[config.mk]
export PLATFORM = sky130hd
export DESIGN_NAME = line_sensor_position_tracker
export DESIGN_NICKNAME = d
export VERILOG_FILES = /design/src/design/lstr_pkg.sv /design/src/design/lstr_front.sv /design/src/design/lstr_div.sv /design/src/design/lstr_back.sv /design/src/design/line_sensor_position_tracker.sv
export SDC_FILE = /design/constraint.sdc
export NUM_CORES = 2
export LEC_CHECK = 0
export BUFFER_PORTS_ARGS = -buffer_cell sky130_fd_sc_hd__buf_2
export CAP_MARGIN = 40
export CORE_MARGIN = 1
export CORE_UTILIZATION = 49
export CTS_BUF_LIST = sky130_fd_sc_hd__clkbuf_16
export DETAILED_ROUTE_END_ITERATION = 6
export GPL_TIMING_DRIVEN = 0
export PLACE_DENSITY_LB_ADDON = 0.08
export SYNTH_ARGS = -nofsm -noshare
export SYNTH_HDL_FRONTEND = slang
export SYNTH_SLANG_ARGS = --single-unit
[constraint.sdc]
create_clock -name clk_i -period 8.45 [get_ports clk_i]
set_input_delay 1.69 -clock clk_i [delete_from_list [all_inputs] [get_ports clk_i]]
set_output_delay 1.69 -clock clk_i [all_outputs]
set_load 0.05 [all_outputs]
[src/design/lstr_pkg.sv]
`timescale 1ns / 1ps
// ----------------------------------------------------------------------------
// lstr_pkg
// Shared types, constants and tables of the line sensor position tracker.
// ----------------------------------------------------------------------------
package lstr_pkg;

  localparam int SMP_W   = 8;
  localparam int NSENS   = 16;
  localparam int IDX_W   = 4;
  localparam int SLOT_W  = 3;
  localparam int NUM_W   = 27;
  localparam int DEN_W   = 11;
  localparam int CNT_W   = 5;
  localparam int POS_W   = 16;
  localparam int MASK_W  = 16;
  localparam int CFG_W   = 8;
  localparam int ODATA_W = 96;

  localparam logic [1:0] LEARN_WHITE = 2'd1;
  localparam logic [1:0] LEARN_BLACK = 2'd2;

  localparam logic CFG_THRESH = 1'b0;
  localparam logic CFG_LEARN  = 1'b1;

  localparam logic [SMP_W-1:0] THRESH_RST = 8'd100;
  localparam logic [SMP_W-1:0] LEVEL_MAX  = 8'd255;

  localparam logic signed [POS_W-1:0] SENSOR_POS [NSENS] = '{
    -16'sd30000, -16'sd26000, -16'sd22000, -16'sd18000,
    -16'sd14000, -16'sd10000, -16'sd6000,  -16'sd2000,
    16'sd2000,   16'sd6000,   16'sd10000,  16'sd14000,
    16'sd18000,  16'sd22000,  16'sd26000,  16'sd30000
  };

  typedef enum logic [2:0] {
    ST_IDLE,
    ST_SCALE,
    ST_SDIV,
    ST_ACC,
    ST_CHK,
    ST_CDIV,
    ST_DONE
  } st_e;

  typedef struct packed {
    logic [SMP_W-1:0] right;
    logic [SMP_W-1:0] left;
  } smp_t;

  typedef struct packed {
    logic             start;
    logic [NUM_W-1:0] num;
    logic [DEN_W-1:0] den;
  } div_req_t;

  typedef struct packed {
    logic             done;
    logic [NUM_W-1:0] quo;
  } div_rsp_t;

  typedef struct packed {
    logic [MASK_W-1:0] right_mask;
    logic [MASK_W-1:0] left_mask;
    logic [MASK_W-1:0] center_mask;
    logic [IDX_W-1:0]  window_last;
    logic [IDX_W-1:0]  window_first;
    logic [POS_W-1:0]  line_position;
    logic [MASK_W-1:0] line_bits;
    logic [SLOT_W-1:0] slot_index;
  } res_t;

endpackage

[src/design/lstr_front.sv]
`timescale 1ns / 1ps
// ----------------------------------------------------------------------------
// lstr_front
// Input side: takes sample beats and queues them for the back end.
// ----------------------------------------------------------------------------
module lstr_front import lstr_pkg::*; (
  input  logic        clk_i,
  input  logic        rst_ni,
  input  logic        s_axis_tvalid,
  output logic        s_axis_tready,
  input  logic [15:0] s_axis_tdata,  // left_sample, right_sample
  output logic        smp_valid_o,
  output smp_t        smp_o,
  input  logic        pop_i
);

  smp_t       mem_q [2];
  logic       wr_ptr_q, wr_ptr_d;
  logic       rd_ptr_q, rd_ptr_d;
  logic [1:0] cnt_q, cnt_d;
  logic       push;

  assign s_axis_tready = (cnt_q != 2'd2);
  assign push          = s_axis_tvalid && s_axis_tready;
  assign smp_valid_o   = (cnt_q != 2'd0);
  assign smp_o         = mem_q[rd_ptr_q];

  always_comb begin
    wr_ptr_d = push ? ~wr_ptr_q : wr_ptr_q;
    rd_ptr_d = pop_i ? ~rd_ptr_q : rd_ptr_q;
    cnt_d    = cnt_q + {1'b0, push} - {1'b0, pop_i};
  end

  always_ff @(posedge clk_i or negedge rst_ni) begin
    if (!rst_ni) begin
      wr_ptr_q <= 1'b0;
      rd_ptr_q <= 1'b0;
      cnt_q    <= 2'd0;
    end else begin
      wr_ptr_q <= wr_ptr_d;
      rd_ptr_q <= rd_ptr_d;
      cnt_q    <= cnt_d;
    end
  end

  always_ff @(posedge clk_i) begin
    if (push) begin
      mem_q[wr_ptr_q] <= smp_t'(s_axis_tdata);
    end
  end

endmodule

[src/design/lstr_div.sv]
`timescale 1ns / 1ps
// ----------------------------------------------------------------------------
// lstr_div
// Restoring unsigned divider, one quotient bit per cycle.
// ----------------------------------------------------------------------------
module lstr_div import lstr_pkg::*; (
  input  logic     clk_i,
  input  logic     rst_ni,
  input  div_req_t req_i,
  output div_rsp_t rsp_o
);

  logic [DEN_W-1:0] rem_q, rem_d;
  logic [DEN_W-1:0] den_q, den_d;
  logic [NUM_W-1:0] quo_q, quo_d;
  logic [CNT_W-1:0] cnt_q, cnt_d;
  logic             busy_q, busy_d;
  logic             done_q, done_d;
  logic [DEN_W:0]   trial;
  logic             ge;

  assign trial = {rem_q, quo_q[NUM_W-1]};
  assign ge    = (trial >= {1'b0, den_q});

  always_comb begin
    rem_d  = rem_q;
    den_d  = den_q;
    quo_d  = quo_q;
    cnt_d  = cnt_q;
    busy_d = busy_q;
    done_d = 1'b0;
    if (req_i.start) begin
      rem_d  = '0;
      den_d  = req_i.den;
      quo_d  = req_i.num;
      cnt_d  = CNT_W'(NUM_W);
      busy_d = 1'b1;
    end else if (busy_q) begin
      rem_d = ge ? DEN_W'(trial - {1'b0, den_q}) : trial[DEN_W-1:0];
      quo_d = {quo_q[NUM_W-2:0], ge};
      cnt_d = cnt_q - CNT_W'(1);
      if (cnt_q == CNT_W'(1)) begin
        busy_d = 1'b0;
        done_d = 1'b1;
      end
    end
  end

  always_ff @(posedge clk_i or negedge rst_ni) begin
    if (!rst_ni) begin
      busy_q <= 1'b0;
      done_q <= 1'b0;
      cnt_q  <= '0;
    end else begin
      busy_q <= busy_d;
      done_q <= done_d;
      cnt_q  <= cnt_d;
    end
  end

  always_ff @(posedge clk_i) begin
    rem_q <= rem_d;
    den_q <= den_d;
    quo_q <= quo_d;
  end

  assign rsp_o.done = done_q;
  assign rsp_o.quo  = quo_q;

endmodule

[src/design/lstr_back.sv]
`timescale 1ns / 1ps
// ----------------------------------------------------------------------------
// lstr_back
// Sequencer: scales samples, learns white and black levels, updates the mask,
// accumulates the window centroid and holds the result beat.
// ----------------------------------------------------------------------------
module lstr_back import lstr_pkg::*; (
  input  logic             clk_i,
  input  logic             rst_ni,
  input  logic             cfg_we_i,
  input  logic             cfg_idx_i,
  input  logic [CFG_W-1:0] cfg_data_i,
  input  logic             smp_valid_i,
  input  smp_t             smp_i,
  output logic             pop_o,
  output logic             out_valid_o,
  output res_t             out_o,
  input  logic             out_ready_i
);

  st_e               state_q, state_d;
  logic              ch_q, ch_d;
  logic [SMP_W-1:0]  l_q, l_d, r_q, r_d;
  logic [SLOT_W-1:0] slot_q, slot_d;
  logic [SMP_W-1:0]  thr_q;
  logic [1:0]        learn_q;
  logic [SMP_W-1:0]  level_q [NSENS];
  logic [SMP_W-1:0]  white_q [NSENS];
  logic [SMP_W-1:0]  black_q [NSENS];
  logic [MASK_W-1:0] mask_q, mask_d;
  logic signed [POS_W-1:0] last_pos_q, last_pos_d;
  logic signed [POS_W-1:0] pos_q, pos_d;
  logic [IDX_W-1:0]  lo_q, lo_d, hi_q, hi_d, k_q, k_d;
  logic signed [NUM_W-1:0] wsum_q, wsum_d;
  logic [DEN_W-1:0]  nsum_q, nsum_d;
  res_t              out_q, out_d;
  logic              out_valid_q, out_valid_d;

  logic [IDX_W-1:0]  idx;
  logic [SMP_W-1:0]  raw, blk, wht, diff;
  logic [POS_W-1:0]  scaled;
  logic              commit_en;
  logic [SMP_W-1:0]  commit_lvl;
  logic              out_load;
  logic signed [24:0] prod_s;
  logic [NUM_W-1:0]  wabs;
  logic [POS_W-1:0]  pabs;
  logic [2:0]        pq;
  logic signed [5:0] lo_full, hi_full;
  logic [IDX_W-1:0]  lo_w, hi_w;
  logic [MASK_W-1:0] lmask, rmask;
  div_req_t          div_req;
  div_rsp_t          div_rsp;

  lstr_div u_div (
    .clk_i  (clk_i),
    .rst_ni (rst_ni),
    .req_i  (div_req),
    .rsp_o  (div_rsp)
  );

  assign idx    = {ch_q, slot_q};
  assign raw    = ch_q ? r_q : l_q;
  assign blk    = black_q[idx];
  assign wht    = white_q[idx];
  assign diff   = raw - blk;
  assign scaled = {diff, 8'h00} - {8'h00, diff};
  assign prod_s = SENSOR_POS[k_q] * $signed({1'b0, level_q[k_q]});
  assign wabs   = wsum_q[NUM_W-1] ? NUM_W'(-wsum_q) : NUM_W'(wsum_q);

  // window from last position: trunc(pos/4000) + 5 .. + 10, clamped
  always_comb begin
    pabs = last_pos_q[POS_W-1] ? POS_W'(-last_pos_q) : POS_W'(last_pos_q);
    pq   = 3'd0;
    for (int m = 1; m < 8; m++) begin
      if (pabs >= POS_W'(4000 * m)) begin
        pq = 3'(m);
      end
    end
    lo_full = last_pos_q[POS_W-1] ? 6'sd5 - $signed({3'b0, pq})
                                  : 6'sd5 + $signed({3'b0, pq});
    hi_full = lo_full + 6'sd5;
    lo_w    = lo_full[5] ? '0 : lo_full[IDX_W-1:0];
    hi_w    = (hi_full > 6'sd15) ? 4'd15 : hi_full[IDX_W-1:0];
  end

  assign lmask = MASK_W'(32'h0000ffff << (5'd16 - {1'b0, lo_q}));
  assign rmask = MASK_W'(32'h0000ffff >> ({1'b0, hi_q} + 5'd1));

  always_comb begin
    state_d     = state_q;
    ch_d        = ch_q;
    l_d         = l_q;
    r_d         = r_q;
    slot_d      = slot_q;
    mask_d      = mask_q;
    last_pos_d  = last_pos_q;
    pos_d       = pos_q;
    lo_d        = lo_q;
    hi_d        = hi_q;
    k_d         = k_q;
    wsum_d      = wsum_q;
    nsum_d      = nsum_q;
    out_d       = out_q;
    pop_o       = 1'b0;
    div_req     = '0;
    commit_en   = 1'b0;
    commit_lvl  = '0;
    out_load    = 1'b0;

    case (state_q)
      ST_IDLE: begin
        if (smp_valid_i) begin
          pop_o   = 1'b1;
          l_d     = smp_i.left;
          r_d     = smp_i.right;
          ch_d    = 1'b0;
          state_d = ST_SCALE;
        end
      end
      ST_SCALE: begin
        if (raw < blk) begin
          commit_en = 1'b1;
        end else if (raw > wht) begin
          commit_en  = 1'b1;
          commit_lvl = LEVEL_MAX;
        end else if (wht <= blk) begin
          commit_en = 1'b1;
        end else begin
          div_req.start = 1'b1;
          div_req.num   = NUM_W'(scaled);
          div_req.den   = DEN_W'(wht - blk);
          state_d       = ST_SDIV;
        end
      end
      ST_SDIV: begin
        if (div_rsp.done) begin
          commit_en  = 1'b1;
          commit_lvl = div_rsp.quo[SMP_W-1:0];
        end
      end
      ST_ACC: begin
        wsum_d = wsum_q + NUM_W'(prod_s);
        nsum_d = nsum_q + DEN_W'(level_q[k_q]);
        k_d    = k_q + 4'd1;
        if (k_q == hi_q) begin
          state_d = ST_CHK;
        end
      end
      ST_CHK: begin
        if (nsum_q == '0) begin
          pos_d   = '0;
          state_d = ST_DONE;
        end else begin
          div_req.start = 1'b1;
          div_req.num   = wabs;
          div_req.den   = nsum_q;
          state_d       = ST_CDIV;
        end
      end
      ST_CDIV: begin
        if (div_rsp.done) begin
          pos_d   = wsum_q[NUM_W-1] ? -$signed(div_rsp.quo[POS_W-1:0])
                                    : $signed(div_rsp.quo[POS_W-1:0]);
          state_d = ST_DONE;
        end
      end
      ST_DONE: begin
        if (!out_valid_q || out_ready_i) begin
          out_load                = 1'b1;
          out_d.slot_index        = slot_q;
          out_d.line_bits         = mask_q;
          out_d.line_position     = pos_q;
          out_d.window_first      = lo_q;
          out_d.window_last       = hi_q;
          out_d.center_mask       = ~(lmask | rmask);
          out_d.left_mask         = lmask;
          out_d.right_mask        = rmask;
          last_pos_d              = pos_q;
          slot_d                  = slot_q + 3'd1;
          state_d                 = ST_IDLE;
        end
      end
      default: state_d = ST_IDLE;
    endcase

    if (commit_en) begin
      mask_d[~idx] = (commit_lvl > thr_q);
      if (!ch_q) begin
        ch_d    = 1'b1;
        state_d = ST_SCALE;
      end else begin
        lo_d    = lo_w;
        hi_d    = hi_w;
        k_d     = lo_w;
        wsum_d  = '0;
        nsum_d  = '0;
        state_d = ST_ACC;
      end
    end

    if (out_load) begin
      out_valid_d = 1'b1;
    end else if (out_ready_i) begin
      out_valid_d = 1'b0;
    end else begin
      out_valid_d = out_valid_q;
    end
  end

  always_ff @(posedge clk_i or negedge rst_ni) begin
    if (!rst_ni) begin
      state_q     <= ST_IDLE;
      ch_q        <= 1'b0;
      slot_q      <= '0;
      mask_q      <= '0;
      last_pos_q  <= '0;
      out_valid_q <= 1'b0;
    end else begin
      state_q     <= state_d;
      ch_q        <= ch_d;
      slot_q      <= slot_d;
      mask_q      <= mask_d;
      last_pos_q  <= last_pos_d;
      out_valid_q <= out_valid_d;
    end
  end

  always_ff @(posedge clk_i) begin
    l_q    <= l_d;
    r_q    <= r_d;
    pos_q  <= pos_d;
    lo_q   <= lo_d;
    hi_q   <= hi_d;
    k_q    <= k_d;
    wsum_q <= wsum_d;
    nsum_q <= nsum_d;
    out_q  <= out_d;
  end

  always_ff @(posedge clk_i or negedge rst_ni) begin
    if (!rst_ni) begin
      thr_q   <= THRESH_RST;
      learn_q <= '0;
    end else if (cfg_we_i) begin
      case (cfg_idx_i)
        CFG_THRESH: thr_q   <= cfg_data_i;
        CFG_LEARN:  learn_q <= cfg_data_i[1:0];
        default:    thr_q   <= thr_q;
      endcase
    end
  end

  always_ff @(posedge clk_i or negedge rst_ni) begin
    if (!rst_ni) begin
      for (int i = 0; i < NSENS; i++) begin
        level_q[i] <= '0;
        white_q[i] <= '0;
        black_q[i] <= '0;
      end
    end else if (commit_en) begin
      level_q[idx] <= commit_lvl;
      if (learn_q == LEARN_WHITE && raw > wht) begin
        white_q[idx] <= raw;
      end
      if (learn_q == LEARN_BLACK && raw > blk) begin
        black_q[idx] <= raw;
      end
    end
  end

  assign out_valid_o = out_valid_q;
  assign out_o       = out_q;

endmodule

[src/design/line_sensor_position_tracker.sv]
`timescale 1ns / 1ps
// ----------------------------------------------------------------------------
// line_sensor_position_tracker
// Sixteen-sensor line tracker with a windowed weighted centroid.
// ----------------------------------------------------------------------------
// Each input beat carries the left and right samples of the current pair
// slot and yields one result beat. Sensor scalings with the sample between
// black and white, and the centroid with a nonzero level sum, go through one
// shared 27-step restoring divider; the window sum adds its sensors one by one.
// A two-beat input queue and an output register let both sides stall on
// their own. Peaks and levels clear at reset; no clearing pass is needed.
module line_sensor_position_tracker import lstr_pkg::*; (
  input  logic               clk_i,
  input  logic               rst_ni,
  input  logic               cfg_we_i,
  input  logic               cfg_idx_i,
  input  logic [CFG_W-1:0]   cfg_data_i,
  input  logic               s_axis_tvalid,
  output logic               s_axis_tready,
  input  logic [15:0]        s_axis_tdata,  // left_sample, right_sample
  output logic               m_axis_tvalid,
  input  logic               m_axis_tready,
  // slot_index, line_bits, line_position, window_first, window_last,
  // center_mask, left_mask, right_mask, zero fill
  output logic [ODATA_W-1:0] m_axis_tdata
);

  logic smp_valid;
  smp_t smp;
  logic pop;
  res_t res;

  lstr_front u_front (
    .clk_i         (clk_i),
    .rst_ni        (rst_ni),
    .s_axis_tvalid (s_axis_tvalid),
    .s_axis_tready (s_axis_tready),
    .s_axis_tdata  (s_axis_tdata),
    .smp_valid_o   (smp_valid),
    .smp_o         (smp),
    .pop_i         (pop)
  );

  lstr_back u_back (
    .clk_i       (clk_i),
    .rst_ni      (rst_ni),
    .cfg_we_i    (cfg_we_i),
    .cfg_idx_i   (cfg_idx_i),
    .cfg_data_i  (cfg_data_i),
    .smp_valid_i (smp_valid),
    .smp_i       (smp),
    .pop_o       (pop),
    .out_valid_o (m_axis_tvalid),
    .out_o       (res),
    .out_ready_i (m_axis_tready)
  );

  assign m_axis_tdata = {5'b0, res};

  a_window_order: assert property (@(posedge clk_i) disable iff (!rst_ni)
    m_axis_tvalid |-> (res.window_last >= res.window_first))
    else $error("window bounds out of order");

  a_mask_disjoint: assert property (@(posedge clk_i) disable iff (!rst_ni)
    m_axis_tvalid |-> ((res.center_mask & (res.left_mask | res.right_mask)) == '0
                       && res.center_mask != '0))
    else $error("window masks overlap or center empty");

  a_pos_range: assert property (@(posedge clk_i) disable iff (!rst_ni)
    m_axis_tvalid |-> ($signed(res.line_position) <= 16'sd30000
                       && $signed(res.line_position) >= -16'sd30000))
    else $error("position out of range");

  a_pop_valid: assert property (@(posedge clk_i) disable iff (!rst_ni)
    pop |-> smp_valid)
    else $error("queue popped while empty");

endmodule
==> flow_metrics.env <==
export IMPL_h_tree_depth=3
export IMPL_finalCritPeriodShare=0.958
export IMPL_track_usage=0.270
export IMPL_die_w_um=276
export IMPL_fin_cells=4693
export IMPL_worstPathArrival_ps=8660
export IMPL_wl_per_cell_um=21.4
export IMPL_gr_total_overflow=0
export IMPL_seq_area_frac_synth=0.494
export IMPL_yosys_warnings=0
export IMPL_grt_first_pass_wirelength_um=158000
export IMPL_post_cts_setup_buffer_count=0
export IMPL_grt_antenna_before_repair=3
export IMPL_grt_max_degree=134
export IMPL_fmax_mhz=124
export IMPL_vias=26800
export IMPL_dp_hpwl_um=75200
export IMPL_swShare=0.434
export IMPL_vdd_drop_max_uv=179
export IMPL_dieArea_um2=76000
export IMPL_grt_pass1_vias=27300
export IMPL_clkTransAtPathRegs_ps=60
export IMPL_gp_congestion=0.912
export IMPL_die_h_um=276
export IMPL_viasPerCell=5.71
export IMPL_place_ws_ps=-1470
export IMPL_rows=99
export IMPL_yosys_area_share_simple=0.119
export IMPL_status="completed"
export IMPL_pwr_share_seq=0.306
export IMPL_syn_instance_count=3434
export IMPL_utilization=0.566
export IMPL_root_buffer="clkbuf_16"
export IMPL_required_ps=9020
export IMPL_synth_xor_xnor_area_share=0.0241
export IMPL_rsz0062_at_grt="no"
export IMPL_crit_path_end_kind="flop"
export IMPL_clk_latency_ps=660
export IMPL_core_area_um2=73600
export IMPL_port_buffers=121
export IMPL_fin_nets=3927
export IMPL_finClkSkew_ps=62.5
export IMPL_cts_tree="built"
export IMPL_drive_gt1_frac=0.144
export IMPL_hold_viol_final=0
export IMPL_synth_edf_count=200
export IMPL_cp_start_kind="flop"
export IMPL_reg2regPathDepth=27
export IMPL_combPwrFrac=0.484
export IMPL_clk_path_buf_depth=3
export IMPL_synth_area_um2=36700
export IMPL_slew_headroom=0.339
export IMPL_synth_top_family_by_area="simple AND/OR/NAND/NOR gates"
export IMPL_holdWs_ps=447
export IMPL_cts_buffers=76
export IMPL_synth_main_ff_cell="dfrtp_1"
export IMPL_hold_buffers=0
export IMPL_cts_sinks=694
export IMPL_holdPathStages=0
export IMPL_min_period_ps=8090
export IMPL_muxShareOfSynthArea=0.0940
export IMPL_wirelength_um=100000
export IMPL_finalSetupViolations=0
export IMPL_min_path_type="reg -> reg"
export IMPL_synthAdderAreaFrac=0.0980
export IMPL_pwr_density_cell_nw_per_um2=388
export IMPL_tightest_slew_ps=978
export IMPL_drc=0
export IMPL_start_util=0.499
export IMPL_slew_violations=0
export IMPL_synth_compound_area_share=0.119
export IMPL_intPower_uw=9150
export IMPL_io_pins=128
export IMPL_fin_ws_ps=358
export IMPL_power_switching_uw=7010
export IMPL_syn_to_final_growth_pct=13.5
export IMPL_async_flop_share=0.641
export IMPL_ys_seq_elements=694
export IMPL_ant_nets=0
export IMPL_clkPwrFrac=0.210
export IMPL_synth_cell_types=88
export IMPL_max_cap_violations=0
export IMPL_dp_cells=4551
export IMPL_path_class="reg -> reg"
export IMPL_avgSynthCellArea_um2=10.7
export IMPL_first_pass_iters=5
export IMPL_leakage_uw=0.0183
export IMPL_crit_path_max_fanout=10
export IMPL_drt_iter0_drc=2075
## cells by family (layout without fill, tap and decap cells)
group,after synthesis,after routing
fa+ha+maj,228,228
xor+xnor,101,101
simple gates,954,954
other cells,1,7
buf+inv,492,786
compound gates,767,767
mux,197,197
flops,694,694
## synth_stat cells (19+ instances only)
library cell | n | area, um^2
nand4_1 | 20 | 125
a21oi_1 | 343 | 1720
dfrtp_1 | 442 | 11100
o21ai_0 | 257 | 1290
a21o_1 | 21 | 158
inv_1 | 277 | 1040
nor2_1 | 365 | 1370
nor2b_1 | 29 | 181
mux4_2 | 112 | 2520
clkbuf_1 | 162 | 608
ha_1 | 129 | 1610
dfxtp_1 | 49 | 981
nand2_1 | 338 | 1270
edfxtp_1 | 200 | 6010
nor3_1 | 26 | 130
nand3_1 | 32 | 160
mux2i_1 | 31 | 310
buf_2 | 25 | 125
buf_1 | 19 | 71.3
fa_1 | 99 | 1980
xnor2_1 | 70 | 613
xor2_1 | 31 | 272
mux2_2 | 53 | 597
## final cells by class
cell class / count / area [um^2]
Multi-Input combinational cell: 2253 / 16800
Inverter: 279 / 1050
Sequential cell: 694 / 18100
Fill cell: 6303 / 31900
Clock inverter: 64 / 651
Antenna cell: 1 / 2.50
Clock buffer: 78 / 1950
Buffer: 212 / 896
Timing Repair Buffer: 153 / 1020
Tap cell: 959 / 1200
## path summary, 6_finish.rpt
check,startpoint,to,slack [ps]
min in group asynchronous,rst_ni,u_front.rd_ptr_q$_DFFE_PN0P_,1060
worst min-delay path,u_back.pos_q[14]$_SDFFCE_PN0P_,u_back.out_o[33]$_DFFE_PP_,450
worst max register to register,u_back.k_q[1]$_DFF_P_,u_back.wsum_q[26]$_DFF_P_,360
worst max-delay path,u_back.k_q[1]$_DFF_P_,u_back.wsum_q[26]$_DFF_P_,360
max in group asynchronous,rst_ni,u_back.level_q[86]$_DFFE_PN0P_,5220
worst min register to register,u_back.pos_q[14]$_SDFFCE_PN0P_,u_back.out_o[33]$_DFFE_PP_,450
## flip-flops by register name, summed over array words and instances, names as in the netlist, 16 cells and up
name and count:
u_back.mask_q 16, u_back.level_q 128, u_back.pos_q 16, u_back.out_o 90, u_front.mem_q 32, u_back.last_pos_q 16, u_back.black_q 128, u_back.white_q 128
u_back.wsum_q 23, u_back.u_div.quo_q 27
## repair_timing
| item | 4_1_cts | 5_1_grt |
|---|---|---|
| setup endpoints to repair | 11 | 3 |
| resized for setup | 14 | 20 |
| pin swaps | 0 | 0 |
## power groups by stage
stage / Combinational, uW / Sequential, uW / Clock (uW)
4_1_cts: 7810 / 4940 / 3450
6_report: 7830 / 4940 / 3390
2_1_floorplan: 5230 / 5120 / 0
3_5_place_dp: 7750 / 4990 / 0
3_3_place_gp: 7440 / 4990 / 0
5_1_grt: 8660 / 5020 / 3600
## cells in the final DEF, fill, tap and decap left out, drive strengths merged, types with 21 or more instances in the layout
cell type and count:
nand3 32, nand2 338, nor3 26, xor2 31
clkbuf 240, mux4 112, a21oi 345, inv 298
o21ai 263, buf 203, dfrtp 442, dfxtp 49
xnor2 70, nor2 365, a21o 21, nor4 26
edfxtp 200, fa 99, mux2i 32, mux2 53
ha 129, clkinv 33, nor2b 29
## critical path, stage by stage (launching register included)
cell      delay [ps]
dfxtp_1          360
clkbuf_4         290
clkbuf_4         320
clkbuf_4         310
inv_1            240
ha_1             250
nand2b_1         190
a31oi_4          320
nand2_1          130
fa_1             540
inv_1             50
fa_1             480
fa_1             530
fa_1             550
inv_1             50
fa_1             500
inv_1             40
ha_1             370
a21o_1           260
a221oi_4         330
a41oi_1          190
or3_1            390
or3_1            370
a31oi_2          210
a21oi_1          120
xnor2_1          190
or3_1            320
a21oi_1          120
## routing by layer
metal | share of wire | GRT usage | vias up
li1 | - | - | 12400
met1 | 0.43 | 0.376 | 13500
met2 | 0.49 | 0.443 | 761
met4 | 0.022 | 0.0723 | 0
met5 | 0 | 0 | -
met3 | 0.059 | 0.0389 | 133
## metrics by stage
step	area (um^2)	setup TNS [ps]	total power (uW)
2_1_floorplan	36700	0	10300
5_1_grt	41700	0	17300
3_3_place_gp	38500	-1261770	12400
3_5_place_dp	39000	-7630	12700
4_1_cts	41600	0	16200
6_report	41700	0	16200
No activity file was read; power rests on OpenSTA's default activity.
